$ cat config.mk
export PLATFORM = sky130hd
export DESIGN_NAME = tia_cell
export DESIGN_NICKNAME = d
export VERILOG_FILES = /design/src/tia_pkg.sv /design/src/tia_cell.sv
export SDC_FILE = /design/constraint.sdc
export NUM_CORES = 1
export LEC_CHECK = 0
export BUFFER_PORTS_ARGS = -buffer_cell sky130_fd_sc_hd__buf_2
export CAP_MARGIN = 10
export CORE_AREA = 2 2 208 210
export CTS_CLUSTER_SIZE = 28
export DETAILED_ROUTE_END_ITERATION = 10
export DIE_AREA = 0 0 210 212
export PLACE_DENSITY_LB_ADDON = 0.12
export RECOVER_POWER = 25
export SLEW_MARGIN = 0
export SYNTH_ARGS = -nofsm -noshare
export SYNTH_HDL_FRONTEND = slang
export SYNTH_SLANG_ARGS = --single-unit
export TNS_END_PERCENT = 10
$ cat constraint.sdc
create_clock -name clock -period 28.2 [get_ports clock]
set_input_delay 5.64 -clock clock [delete_from_list [all_inputs] [get_ports clock]]
set_output_delay 5.64 -clock clock [all_outputs]
set_load 0.01 [all_outputs]
$ cat src/tia_pkg.sv
// Package of the trapping integer ALU: action codes, trap codes and the item record
// that travels down the divider cell chain. It has no dependencies.
package tia_pkg;

   localparam int unsigned DataWidth = 64;
   localparam int unsigned HalfWidth = 32;

   typedef enum logic [4:0] {
      ACT_ADD      = 5'd0,
      ACT_SUB      = 5'd1,
      ACT_MUL      = 5'd2,
      ACT_DIV_S    = 5'd3,
      ACT_DIV_U    = 5'd4,
      ACT_REM_S    = 5'd5,
      ACT_REM_U    = 5'd6,
      ACT_AND      = 5'd7,
      ACT_OR       = 5'd8,
      ACT_XOR      = 5'd9,
      ACT_SHL      = 5'd10,
      ACT_SHR_S    = 5'd11,
      ACT_SHR_U    = 5'd12,
      ACT_NEG      = 5'd13,
      ACT_EQ       = 5'd14,
      ACT_NE       = 5'd15,
      ACT_LT_S     = 5'd16,
      ACT_LE_S     = 5'd17,
      ACT_GT_S     = 5'd18,
      ACT_GE_S     = 5'd19,
      ACT_LT_U     = 5'd20,
      ACT_LE_U     = 5'd21,
      ACT_GT_U     = 5'd22,
      ACT_GE_U     = 5'd23,
      ACT_EXTEND_S = 5'd24,
      ACT_EXTEND_U = 5'd25,
      ACT_WRAP     = 5'd26
   } action_type;

   typedef enum logic [1:0] {
      TRAP_NONE     = 2'd0,
      TRAP_DIV_ZERO = 2'd1,
      TRAP_OVERFLOW = 2'd2
   } trap_type;

   // One item in flight: finished result for plain ops, divider state for div/rem.
   typedef struct packed {
      logic                 valid;
      logic                 is_div;
      logic                 want_rem;
      logic                 neg_q;
      logic                 neg_r;
      logic                 wide;
      trap_type             trap;
      logic [DataWidth-1:0] res;
      logic [DataWidth-1:0] rem;
      logic [DataWidth-1:0] dq;
      logic [DataWidth-1:0] dvs;
   } stage_type;

   function automatic logic [DataWidth-1:0] sext32(input logic [DataWidth-1:0] v);
      sext32 = {{HalfWidth{v[HalfWidth-1]}}, v[HalfWidth-1:0]};
   endfunction

endpackage

$ cat src/tia_cell.sv
// One cell of the divider chain: a single restoring divide step per item, registered.
// Uses tia_pkg.
module tia_cell (
   input  logic               clock,
   input  logic               reset,
   input  logic               en,
   input  tia_pkg::stage_type in_stage,
   output tia_pkg::stage_type out_stage
);

   localparam int unsigned W = tia_pkg::DataWidth;

   tia_pkg::stage_type st_in, st_ff;
   logic [W:0] trial, diff;

   always_comb begin
      trial = {in_stage.rem, in_stage.dq[W-1]};
      diff  = trial - {1'b0, in_stage.dvs};
      st_in = in_stage;
      // keep the trial remainder on a borrow, take the difference otherwise
      st_in.rem = diff[W] ? trial[W-1:0] : diff[W-1:0];
      st_in.dq  = {in_stage.dq[W-2:0], ~diff[W]};
   end

   always_ff @(posedge clock) begin
      if (reset) begin
         st_ff.valid <= 1'b0;
      end else if (en) begin
         st_ff <= st_in;
      end
   end

   assign out_stage = st_ff;

endmodule

Yosys cells after proc, flatten, opt, wreduce, memory -nomap -nowiden --
Cells that the tools add are included.
Storage, ports and cells: output and inout port bits 264, input bits 267, bits in latches 0, memory bits (read-only) 0, register bits after elaboration 264, memory bits (writable) 0, logic and storage cells 16, memories 0
Operators by class: eq/ne operators 0, mux-type cells 1, divide/modulo/power cells 0, bitwise logic cells 2, shifts and indexed selects 0, multipliers 0, add/subtract/negate cells 1, magnitude comparators 0, reduce and logical (&&, ||, !) cells 1
Operators by type and width (number):
- 65-bit by 64-bit subtractor with 65-bit output | 1
- 64-bit two-way mux | 1
- 1-bit NOT | 2
- 2-bit AND reduction | 1

Logic depth before layout (Yosys ltp) --
depth in word-level cells 2, gate-level depth with buffers 14, gate-level depth less buffers 13

Worst setup path after synthesis --
OpenSTA, ideal clock, no wires.
kind input to register, from in reset, to reg st_ff, in the netlist out_stage[0], enable pin, required time 27.272 ns, stages 1, setup time 0.928 ns, buffers on the path 0, data arrival time 17.267 ns, setup slack 10.005 ns, path through nor2b_1
On the way: cells in the longest elaborated chain, start to end 2
Ends and longest elaborated chain:
- start: declaration | line tia_cell.sv:5 | input logic reset,
- 1-bit NOT (no source line)
- 2-bit AND reduction (no source line)
- end signal: assignment | line tia_cell.sv:29 | st_ff <= st_in;
- end: declaration | line tia_cell.sv:13 | tia_pkg::stage_type st_in, st_ff;
No other way between the ends. A chain may end at the register's enable or synchronous reset.

==> results.toml <==
[detailed_routing]
vias = 10200
dr.pass1.iters = 5
routedWlPerCell_um = 20.6
drtAntennaViolNets = 0
wl_um = 43700
drt_iter0_drc = 583
drc = 0
viasPerCell = 4.82

[timing]
rsz0062_at_grt = "no"
clock_skew_ns = 0
finalHoldViolCount = 0
slew_headroom_pct = 29.4
whs_ns = 0.502
min_period_ns = 9.08
finalMaxSlewViolations = 0
setup_viol = 0
max_freq_mhz = 110
period_share_pct = 32.2
tns_ns = 0
worstMarginPinSlew_ns = 1.06

[floorplanning]
die_width_um = 210
std_cell_rows = 76
coreArea_mm2 = 0.0425
initial_core_util_pct = 30.6
pin_count = 531
die_h_um = 212
dieArea_mm2 = 0.0445

[synthesis]
synth.most_common_cell = "edfxtp_1"
synth_area_per_cell_um2 = 12.9
yosysSeqAreaShare_pct = 60.8
synthDistinctLibCells = 75
synth_largest_area_cell = "edfxtp_1"
synth_nets = 1338
synth_area_leaders = "edfxtp_1 61%, ha_1 6.1%, mux2_1 4.7%, a21oi_1 2.9%, inv_1 2.5%"
yosys_warnings = 0
ys_top_cells_by_count = "263 x edfxtp_1, 85 x inv_1, 76 x a21oi_1, 64 x ha_1, 62 x nand2_1"
synth-async-reset-ratio_pct = 0
syn-instance-count = 1006
syn_area_mm2 = 0.0130
synth_edf_count = 263
ys.flop_type = "edfxtp_1"
synth_seq_cells = 264
netlist.area_leader.share_pct = 60.7

[clock_network]
root_buffer = "clkbuf_16"
cts-resized-gates = 0
htreeDepth = 2
clock_path_buffers = 3
clkTransAtPathRegs_ns = 0.06
post_cts_buffers = 0
cts_hold_buffers = 0
clock_latency_ns = 0.53
clkSinkCount = 264
cts_buffers = 34
tritoncts = "built"

[finish]
nets = 1877
final_layout_size_suffix_gt1_share_pct = 35.3
largest_reg_flops = 264
fin_area_mm2 = 0.0174
areaGrowthSynthToFinish_pct = 33.3

[pwr]
leakage_nw = 7.44
power_density_mw_per_mm2 = 66.0
peakVddDrop_uv = 52.3

[place]
io_buffers = 530
gp_congestion = 0.823
hpwl_um = 34600
post_dp_cell_area_mm2 = 0.0162

[worst_hold_path]
hp-class = "reg -> reg"

[critical_path]
cp_slowest_stage_delay_ns = 0.62
crit_type = "in -> reg"
cp_num_buf_inv = 3
crit_slowest_cell = "or4_1"
cp_max_fo = 60
start_kind = "input pin"
cp_data_arrival_time_ns = 9.36
critPathTopFamily = "simple AND/OR/NAND/NOR gates"
cp-end-kind = "flip-flop"
required_ns = 28.48
cp_cell_sequence = "buf_2, inv_1, ha_1, nand4_1, or4_1, or3_1, o32a_1, a21oi_2, o21ai_1, and2_4, o211a_4, inv_6, mux2_1"

[grt]
grt_pass1_wl_um = 63000
grt_pass1_vias = 10100
grt_max_degree = 78
grt_usage_pct = 18.8
grt_overflow = 0
antenna_found_initial = 13

[run_status]
outcome = "completed"

[job]
drv_cap = 0
-- metal layers --
layer | part of all wire (%) | GRT usage [%] | up-vias
met5 | 0.34 | 0 | -
met4 | 2.0 | 4.62 | 20
met3 | 8.3 | 6.88 | 63
met2 | 49 | 32.5 | 370
met1 | 40 | 22.3 | 4895
li1 | - | - | 4854
-- power breakdown --
part	switching, W	internal, W
clock	0.000173	0.000282
combinational	0.000124	0.0000879
sequential	0.00000682	0.000472
-- cell families after synthesis --
kind of cell / count (synthesis) / synth area share, %
DFF: 264 / 60.8
xor gates and xnor gates: 57 / 3.83
and+or+nand+nor: 197 / 7.54
AOI/OAI and AO/OA: 240 / 12.2
buffers and inverters: 119 / 3.83
muxes: 64 / 5.53
adders and majority gates: 65 / 6.30
-- worst min-delay path, cell delays in order, from the launching register on --
cell and delay (ns):
dfxtp_1 0.32, mux2i_1 0.07, nor2_1 0.08
-- worst paths after layout --
| check | cells past startpoint | to | start | slack, ns |
|---|---|---|---|---|
| worst min register to register | 2 | out_stage[263]$_SDFFE_PP0P_ | out_stage[263]$_SDFFE_PP0P_ | 0.50 |
| worst max-delay path | 13 | out_stage[165]$_DFFE_PP_ | in_stage[27] | 19.12 |
| worst min-delay path | 2 | out_stage[263]$_SDFFE_PP0P_ | out_stage[263]$_SDFFE_PP0P_ | 0.50 |
| worst max register to register | 2 | out_stage[263]$_SDFFE_PP0P_ | out_stage[263]$_SDFFE_PP0P_ | 27.61 |
-- layout by cell type, fill, tap and decap left out, drive strengths merged, types with 8 or more instances in the layout --
cell type,count
a21o,32
a21oi,78
buf,487
clkbuf,93
clkinv,10
edfxtp,263
ha,64
inv,86
mux2,57
nand2,62
nand2b,9
nand3,10
nand4,21
nor2,41
nor2b,11
nor3,9
o21a,8
o21ai,38
o21bai,15
xnor2,34
xor2,23
-- through the flow --
| stage | total power, W | util (%) | instances | worst slack (ns) |
|---|---|---|---|---|
| floorplan | 0.000624 | - | 1006 | 10.01 |
| global placement | 0.000701 | 38.2 | 2055 | 18.59 |
| detailed placement | 0.000703 | 38.2 | 2055 | 18.53 |
| CTS | 0.00117 | 41.0 | 2115 | 19.09 |
| global route | 0.00120 | 40.8 | 2115 | 18.92 |
| finish | 0.00115 | 40.8 | 2118 | 19.12 |
-- cell type report --
cell class                      instances  area [µm²]
Sequential cell                       264        7920
Multi-Input combinational cell        623        4610
Inverter                               86         328
Timing Repair Buffer                  536        2640
Tap cell                              546         683
Clock buffer                           44         940
Clock inverter                         16         230
Antenna cell                            3        7.51
Fill cell                            4165       25200
Power figures use the tool's default switching activity.
